File: src/rtl/prq_pkg.sv
// Shared constants and operation codes for the priority ready-queue scheduler.
package prq_pkg;

   localparam int DEF_NUM_LEVELS = 8;
   localparam int DEF_NUM_TASKS  = 16;
   localparam int FUNC_W         = 2;

   typedef enum logic [FUNC_W-1:0] {
      FUNC_ENQUEUE = 2'd0,
      FUNC_DEQUEUE = 2'd1,
      FUNC_SELECT  = 2'd2
   } func_type;

endpackage

File: src/rtl/prq_ram.sv
// Generic single-write, single-read RAM with registered read data.
module prq_ram #(
   parameter int WIDTH = 8,
   parameter int DEPTH = 16,
   localparam int ADDR_W = (DEPTH > 1) ? $clog2(DEPTH) : 1
) (
   input  logic              clock,
   input  logic              wr_en,
   input  logic [ADDR_W-1:0] wr_addr,
   input  logic [WIDTH-1:0]  wr_data,
   input  logic [ADDR_W-1:0] rd_addr,
   output logic [WIDTH-1:0]  rd_data
);

   logic [WIDTH-1:0] mem_ff [DEPTH];
   logic [WIDTH-1:0] rd_data_ff;

   always_ff @(posedge clock) begin
      if (wr_en) begin
         mem_ff[wr_addr] <= wr_data;
      end
      rd_data_ff <= mem_ff[rd_addr];
   end

   assign rd_data = rd_data_ff;

endmodule

File: src/rtl/priority_ready_queue_scheduler.sv
// Priority ready-queue scheduler: per-level FIFO task queues with a ready bitmap.
//
// Usage:
//   Commands arrive on the req_ channel and are taken at a rising edge with
//   start high and busy low; busy stays low, so a command may be issued in
//   every cycle. req_func selects enqueue, dequeue or select.
//   Each command yields exactly one response beat on the rsp_ channel, shown
//   for a single cycle with rsp_valid high. The response beat passes through
//   the command register and then the response register. Throughput is one
//   command per cycle, set by the single read port of the link RAM, whose read
//   address is issued from the command port in the cycle before its use.
//   Commands see the state left by every earlier command, back to back.
//   Reset clears the ready bitmap (every queue empty) and the pipeline valid
//   flags; queue head, tail and link tables are not cleared and are only
//   read after being written. There is no clearing pass.
//   The receiver cannot stall: each response beat is taken in the cycle it is
//   shown.
module priority_ready_queue_scheduler #(
   parameter int NUM_LEVELS = prq_pkg::DEF_NUM_LEVELS,
   parameter int NUM_TASKS  = prq_pkg::DEF_NUM_TASKS,
   localparam int LVL_W  = $clog2(NUM_LEVELS),
   localparam int TASK_W = $clog2(NUM_TASKS)
) (
   input  logic                      clock,
   input  logic                      reset,
   input  logic                      start,
   output logic                      busy,
   input  logic [prq_pkg::FUNC_W-1:0] req_func,
   input  logic [TASK_W-1:0]         req_task_id,
   input  logic [LVL_W-1:0]          req_priority_req,
   output logic                      rsp_valid,
   output logic [TASK_W-1:0]         rsp_result_task,
   output logic                      rsp_found,
   output logic [LVL_W-1:0]          rsp_ready_priority
);

   import prq_pkg::*;

   logic                  s1_valid_ff;
   func_type              s1_func_ff;
   logic [TASK_W-1:0]     s1_task_ff;
   logic [LVL_W-1:0]      s1_prio_ff;
   logic [TASK_W-1:0]     s1_head_ff;

   logic [TASK_W-1:0]     head_ff [NUM_LEVELS];
   logic [TASK_W-1:0]     head_in [NUM_LEVELS];
   logic [TASK_W-1:0]     tail_ff [NUM_LEVELS];
   logic [TASK_W-1:0]     tail_in [NUM_LEVELS];
   logic [NUM_LEVELS-1:0] ready_ff;
   logic [NUM_LEVELS-1:0] ready_in;
   logic [NUM_TASKS-1:0]  link_clr_ff;
   logic [NUM_TASKS-1:0]  link_clr_in;

   logic                  link_we;
   logic [TASK_W-1:0]     link_waddr;
   logic [TASK_W-1:0]     link_raddr;
   logic [TASK_W-1:0]     link_q;
   logic                  byp_hit_ff;
   logic [TASK_W-1:0]     byp_data_ff;
   logic [TASK_W-1:0]     next_link;

   logic                  rsp_valid_ff;
   logic [TASK_W-1:0]     rsp_task_ff;
   logic                  rsp_found_ff;
   logic [LVL_W-1:0]      rsp_prio_ff;
   logic [TASK_W-1:0]     rsp_task_in;
   logic                  rsp_found_in;
   logic [LVL_W-1:0]      rsp_prio_in;

   logic                  lvl_ok;
   logic                  task_ok;
   logic [LVL_W-1:0]      prio_idx;
   logic [LVL_W-1:0]      req_prio_idx;
   logic [NUM_LEVELS-1:0] pbit;
   logic                  rdy;
   logic [TASK_W-1:0]     tail_p;
   logic                  enq;
   logic                  deq;
   logic                  sel;
   logic                  deq_last;
   logic [NUM_LEVELS-1:0] lowest;
   logic [LVL_W-1:0]      sel_idx;

   assign busy = 1'b0;

   assign lvl_ok   = int'(s1_prio_ff) < NUM_LEVELS;
   assign task_ok  = int'(s1_task_ff) < NUM_TASKS;
   assign prio_idx = lvl_ok ? s1_prio_ff : '0;
   assign tail_p   = tail_ff[prio_idx];

   always_comb begin
      for (int i = 0; i < NUM_LEVELS; i++) begin
         pbit[i] = lvl_ok && (s1_prio_ff == LVL_W'(i));
      end
   end

   assign rdy      = |(ready_ff & pbit);
   assign enq      = s1_valid_ff && (s1_func_ff == FUNC_ENQUEUE) && lvl_ok && task_ok;
   assign deq      = s1_valid_ff && (s1_func_ff == FUNC_DEQUEUE) && rdy;
   assign sel      = s1_valid_ff && (s1_func_ff == FUNC_SELECT);
   assign deq_last = s1_head_ff == tail_p;

   assign next_link = link_clr_ff[s1_head_ff] ? '0 : (byp_hit_ff ? byp_data_ff : link_q);

   // isolate the highest-priority ready level
   assign lowest = ready_ff & (~ready_ff + NUM_LEVELS'(1));

   always_comb begin
      sel_idx = '0;
      for (int i = 0; i < NUM_LEVELS; i++) begin
         if (lowest[i]) begin
            sel_idx = sel_idx | LVL_W'(i);
         end
      end
   end

   always_comb begin
      head_in     = head_ff;
      tail_in     = tail_ff;
      ready_in    = ready_ff;
      link_clr_in = link_clr_ff;
      link_we     = 1'b0;
      link_waddr  = tail_p;
      if (enq) begin
         tail_in[prio_idx] = s1_task_ff;
         if (!rdy) begin
            head_in[prio_idx] = s1_task_ff;
            ready_in          = ready_ff | pbit;
         end else begin
            link_we                 = 1'b1;
            link_clr_in[tail_p]     = 1'b0;
         end
         link_clr_in[s1_task_ff] = 1'b1;
      end
      if (deq) begin
         if (deq_last) begin
            ready_in = ready_ff & ~pbit;
         end else begin
            head_in[prio_idx] = next_link;
         end
      end
   end

   always_comb begin
      rsp_task_in  = '0;
      rsp_found_in = 1'b0;
      rsp_prio_in  = '0;
      if (deq) begin
         rsp_task_in  = s1_head_ff;
         rsp_found_in = 1'b1;
      end
      if (sel) begin
         rsp_found_in = |ready_ff;
         rsp_prio_in  = sel_idx;
      end
   end

   // prefetch the link of the head this command will see
   assign req_prio_idx = (int'(req_priority_req) < NUM_LEVELS) ? req_priority_req : '0;
   assign link_raddr   = head_in[req_prio_idx];

   prq_ram #(
      .WIDTH (TASK_W),
      .DEPTH (NUM_TASKS)
   ) u_link_ram (
      .clock   (clock),
      .wr_en   (link_we),
      .wr_addr (link_waddr),
      .wr_data (s1_task_ff),
      .rd_addr (link_raddr),
      .rd_data (link_q)
   );

   always_ff @(posedge clock) begin
      if (reset) begin
         s1_valid_ff  <= 1'b0;
         ready_ff     <= '0;
         byp_hit_ff   <= 1'b0;
         rsp_valid_ff <= 1'b0;
      end else begin
         s1_valid_ff  <= start && !busy;
         ready_ff     <= ready_in;
         byp_hit_ff   <= link_we && (link_waddr == link_raddr);
         rsp_valid_ff <= s1_valid_ff;
      end
      s1_func_ff  <= func_type'(req_func);
      s1_task_ff  <= req_task_id;
      s1_prio_ff  <= req_priority_req;
      s1_head_ff  <= link_raddr;
      byp_data_ff <= s1_task_ff;
      head_ff     <= head_in;
      tail_ff     <= tail_in;
      link_clr_ff <= link_clr_in;
      rsp_task_ff  <= rsp_task_in;
      rsp_found_ff <= rsp_found_in;
      rsp_prio_ff  <= rsp_prio_in;
   end

   assign rsp_valid          = rsp_valid_ff;
   assign rsp_result_task    = rsp_task_ff;
   assign rsp_found          = rsp_found_ff;
   assign rsp_ready_priority = rsp_prio_ff;

   a_rsp_follows_req: assert property (@(posedge clock) disable iff (reset)
      start && !busy |=> ##1 rsp_valid)
      else $error("command beat produced no response beat");

   a_enq_marks_ready: assert property (@(posedge clock) disable iff (reset)
      enq |=> ready_ff[$past(prio_idx)])
      else $error("enqueue left its level not ready");

   a_last_deq_drains: assert property (@(posedge clock) disable iff (reset)
      deq && deq_last |=> !ready_ff[$past(prio_idx)])
      else $error("dequeue of last task left level ready");

   a_miss_is_zero: assert property (@(posedge clock) disable iff (reset)
      rsp_valid && !rsp_found |-> (rsp_result_task == '0) && (rsp_ready_priority == '0))
      else $error("response without a find carries non-zero fields");

endmodule

File: config.mk
export PLATFORM = sky130hd
export DESIGN_NAME = priority_ready_queue_scheduler
export DESIGN_NICKNAME = d
export VERILOG_FILES = /design/src/rtl/prq_pkg.sv /design/src/rtl/prq_ram.sv /design/src/rtl/priority_ready_queue_scheduler.sv
export SDC_FILE = /design/constraint.sdc
export NUM_CORES = 1
export LEC_CHECK = 0
export BUFFER_PORTS_ARGS = -buffer_cell sky130_fd_sc_hd__buf_2
export CORE_UTILIZATION = 62
export CTS_CLUSTER_SIZE = 30
export DETAILED_ROUTE_END_ITERATION = 16
export PLACE_DENSITY = 0.9
export SKIP_LAST_GASP = 1
export SYNTH_ARGS = -nofsm -noshare
export SYNTH_HDL_FRONTEND = slang
export SYNTH_HIERARCHICAL = 1
export SYNTH_SLANG_ARGS = --single-unit
File: constraint.sdc
create_clock -name clock -period 4.4 [get_ports clock]
set_input_delay 0.44 -clock clock [delete_from_list [all_inputs] [get_ports clock]]
set_output_delay 0.44 -clock clock [all_outputs]
set_load 0.01 [all_outputs]
[After elaboration in Yosys (flattened, before gate mapping)]
Memory sizes are Yosys's and may differ from the RTL's. A register that Yosys moved wholly into a read port is not among the register bits.
Index checks and enable logic that the tools add are counted.
Storage, ports and cells
  register bits: 116
  RAM bits: 64
  logic and storage cells: 115
  memories kept: 1
  output and inout port bits: 10
  bits of input ports: 12
Memories
  u_link_ram.mem_ff: words 16, width 4, rd ports 1, clocked after memory_dff 1, wr ports 1, RTL line prq_ram.sv:15  | logic [WIDTH-1:0] mem_ff [DEPTH];
Cells by class
  $add $sub $neg: 1
  eq/ne operators: 11
  multiplexer cells: 42
  bitwise logic cells: 11
  reductions and logical operators: 12
  order comparisons: 8
Operators by type and width (number)
  $mux 32: 4
  $bwmux 32: 3
  $mux 16: 2
  $mux 8: 4
  $mux 4: 7
  $and 8x8->8: 3
  $bmux 4 s3: 2
  $and 16x16->16: 1
  $not 16->16: 1
  $not 8->8: 2
  $or 16x16->16: 1
  $reduce_or 8->1: 2
  $lt 4x5->1 const B: 3
  $demux 4 s3: 1
  $eq 3x3->1 const B: 4
  $mux 3: 4
  $mux 1: 10
  $add 8x1->8 const B: 1
  $demux 1 s4: 2
  $eq 4x4->1: 2
  $ge 4x1->1 const B: 2
  $ge 4x4->1 const B: 2
  $logic_and 1x1->1: 8
  $not 3->4: 2
  other kinds (10): 12

[Longest topological paths before layout]
  depth after elaboration: 16
  mapped depth: 19
  gate-level depth less buffers: 14

[Modules after synthesis]
Netlist, hierarchy kept.
By module, submodules not included
  priority_ready_queue_scheduler: sequential area each 2802.7 sq um, times used 1, cells an instance 485, area an instance 5313.8 sq um
  prq_ram: sequential area each 2001.9 sq um, times used 1, cells an instance 130, area an instance 2666.3 sq um

[Least setup slack after synthesis]
Ideal clock, no wire load.
  path type: reg2reg
  start: register s1_prio_ff[1], in the netlist prio_idx[1]
  end: register u_link_ram.rd_data_ff[1], in the netlist u_link_ram/rd_data[1] (read register of u_link_ram.mem_ff)
  cell stages (with the launch flop): 18
  slack: 0.392 ns
  buffers on the path: 4
  required time: 4.277 ns
  data arrival time: 3.885 ns
  path through: dfxtp_1 buf_6 mux2_2 mux4_2 nand2_4 inv_4 xnor2_4 and4_4 buf_12 o22ai_2 o22a_1 a32o_1 or4_4 buf_6 buf_12 mux4_2 a22oi_1 nand3_1
RTL lines
  start: declaration: RTL line priority_ready_queue_scheduler.sv:42  | logic [LVL_W-1:0] s1_prio_ff;
  start signal: assignment: RTL line priority_ready_queue_scheduler.sv:188  | s1_prio_ff <= req_priority_req;
  end: declaration: RTL line prq_ram.sv:16  | logic [WIDTH-1:0] rd_data_ff;

==> flow_summary.ini <==
[outcome]
status = completed

[die]
die_w_um = 115
core_sq_um = 12600
io_pins = 22
initial_core_util = 0.635
num_rows = 41
die_h_um = 115
dieArea_sq_um = 13300

[timing]
setup-violations-final = 0
skew_ns = 0.00847
worst_pin_slew_ns = 0.637
hold_viol_final = 0
min_period_ns = 4.34
post-route-period-util = 0.987
hold_ws_ns = 0.102
fmax_mhz = 230
maxSlewHeadroom = 0.572
fin_setup_tns_ns = 0
slew_viol_final = 0

[synthesis]
synth_commonest_cells = edfxtp_1 (112), dfxtp_1 (72), nor2_1 (50)
syn_avg_cell_area_sq_um = 13.0
synth.most_common_cell = edfxtp_1
yosysSeqAreaShare = 0.602
yosys_warnings = 6
synthDistinctLibCells = 76
synth_top_area_frac = 0.421
synth.area.top_cells = edfxtp_1 (42%), dfxtp_1 (18%), mux4_1 (4.6%), o22a_1 (2.9%), nor2_1 (2.4%)
synthXorXnorAreaFrac = 0.0110
synth_top_cell_by_area = edfxtp_1
synth_fa_ha_area_frac = 0
ys_seq_elements = 184
syn_inst = 615
synth_compound_area_frac = 0.142
yosys.area_share.simple = 0.123
synth_top_family_by_area = compound AO/OA/AOI/OAI gates
synth_ff_type = edfxtp_1
synth_edf_count = 112
syn_nets = 627
synthMuxAreaShare = 0.0905
syn_area_sq_um = 7980
synth_async_sr_flop_share = 0

[route]
vias = 5780
first_pass_iters = 6
wirelength_mm = 20.4
via_per_inst = 6.78
wl_per_cell_um = 23.9
ant_nets = 0
drtIter0Drc = 723
drc = 0

[global_routing]
grt_max_degree = 31
grt-ovfl-total = 0
grt_pass1_wl_mm = 31.4
grt_usage = 0.328
antenna_found_initial = 0
grt_pass1_vias = 5577

[final_layout]
final_util = 0.718
seqCellArea_sq_um = 4800
area_growth_pct = 13.1
drive_gt1_frac = 0.190
multi_input_area_sq_um = 2970
fin_area_sq_um = 9020
num_antenna_cells = 0
fill_cells = 786
layout.nets = 679

[clocking]
cts_tree = yes
path_clk_slew_ns = 0.07
cts-root-buf = clkbuf_16
clock_path_buffers = 2
htreeDepth = 4
cts_made_buffers = 17
insertion_delay_ns = 0.44
cts.sinks = 184

[critical_path]
crit_path_end_kind = flip-flop
reg2reg_depth = 14
r2r-start = prio_idx[1]
r2r_slack_ns = 0.06
path_max_fanout = 11
startpoint_type = flip-flop
worstPathRequired_ns = 4.72
crit_type = flip-flop to flip-flop
r2r_end = u_link_ram/rd_data[1]
arrival_ns = 4.67

[hold_path]
hold_start = req_func[0]
holdPathEnd = s1_func_ff[0]
min_path_cells = 1
hold_path_class = input port to flip-flop

[power_and_ir_drop]
finalPower_mw = 3.91
p_leak_nw = 3.19
ir_drop_mv = 0.399
power.density_nw_per_um2 = 433

[placed_design]
gp_congestion = 0.943
place.port_buffers = 20
post-dp-hpwl_mm = 13.4
placed_cell_area_sq_um = 8410

[job]
maxCapViolations = 0
## cells by family (layout without fill, tap and decap cells)
logic type / after synthesis / count (layout)
buf+inv: 44 / 108
simple gates: 192 / 193
xor+xnor: 7 / 7
other cells: 1 / 1
compound gates: 148 / 148
mux: 39 / 39
flops: 184 / 184
## worst max path at each step
stage                startpoint                    end  slack (ns)  cells after the start
global placement    prio_idx[2]  u_link_ram/rd_data[0]        0.16                     14
global route        prio_idx[1]  u_link_ram/rd_data[2]       -0.02                     15
CTS                 prio_idx[1]  u_link_ram/rd_data[1]        0.05                     14
floorplan           prio_idx[1]  u_link_ram/rd_data[1]        0.39                     17
detailed placement  prio_idx[1]  u_link_ram/rd_data[1]        0.08                     14
finish              prio_idx[1]  u_link_ram/rd_data[1]        0.06                     14
## power breakdown
part	internal, mW	switching (mW)	total [mW]	leakage (nW)
Combinational	0.229	0.272	0.501	1.32
Clock	0.782	0.658	1.44	0.268
Sequential	1.92	0.0539	1.97	1.61
## metal layers
layer	vias to the layer above	GRT usage	share of wire
li1	2487	-	-
met1	2725	0.422	0.38
met2	480	0.522	0.48
met3	88	0.0879	0.10
met4	0	0.158	0.034
met5	-	0	0
## what timing repair did
item                       CTS  global route
hold endpoints to repair     0             0
setup endpoints to repair    0             4
hold buffers                 0             0
buffers inserted             0             4
resized for setup            0             8
## critical path, cell delays in order, from the launching register on
cell and delay [ns]:
dfxtp_1 0.42, mux2_2 0.38, mux4_2 0.50, nand2_4 0.13, inv_4 0.06, xnor2_4 0.14, and4_4 0.26, o22a_1 0.26
buf_4 0.20, o22a_1 0.20, a22o_1 0.28, or4_4 0.53, mux4_1 0.52, a22oi_1 0.24, nand3_1 0.10
## flip-flops by register name, summed over array words and instances, names as in the netlist
register,flops
ready_ff,8
s1_head_ff,4
link_clr_ff,16
u_link_ram/rd_data,4
s1_task_ff,4
u_link_ram/mem_ff,64
rsp_result_task,4
byp_data_ff,4
prio_idx,3
rsp_ready_priority,3
rsp_found,1
byp_hit_ff,1
s1_func_ff,2
s1_valid_ff,1
tail_ff,32
head_ff,32
rsp_valid,1
## cells in the final DEF, fill, tap and decap left out, drive strengths merged, types with 5 or more instances in the layout
| cell | netlist | final |
|---|---|---|
| a211oi | 9 | 9 |
| a21oi | 15 | 15 |
| a22oi | 7 | 7 |
| and3 | 8 | 8 |
| buf | 19 | 60 |
| clkbuf | 9 | 18 |
| clkinv | 0 | 7 |
| dfxtp | 72 | 72 |
| edfxtp | 112 | 112 |
| inv | 16 | 21 |
| mux2i | 14 | 14 |
| mux4 | 22 | 22 |
| nand2 | 41 | 41 |
| nand2b | 13 | 13 |
| nand3 | 23 | 23 |
| nor2 | 50 | 50 |
| nor2b | 9 | 9 |
| nor3 | 17 | 17 |
| o21ai | 36 | 36 |
| o221ai | 8 | 8 |
| o22a | 26 | 26 |
| o22ai | 11 | 11 |
| o31ai | 6 | 6 |
| or2 | 6 | 6 |
| xnor2 | 5 | 5 |
## through the flow
stage,setup WS (ns),instances
2_1_floorplan,0.392,615
3_3_place_gp,0.160,815
3_5_place_dp,0.0809,815
4_1_cts,0.0537,847
5_1_grt,-0.0220,852
6_report,0.0584,852
## area by class of cell
type / count / share of cell area
sequential: 184 / 0.532
timing repair buffer: 60 / 0.0471
tap: 172 / 0.0238
clock inverter: 14 / 0.0134
inverter: 16 / 0.00693
multi-input combinational: 388 / 0.329
clock buffer: 18 / 0.0476
(Power assumes the default switching activity.)
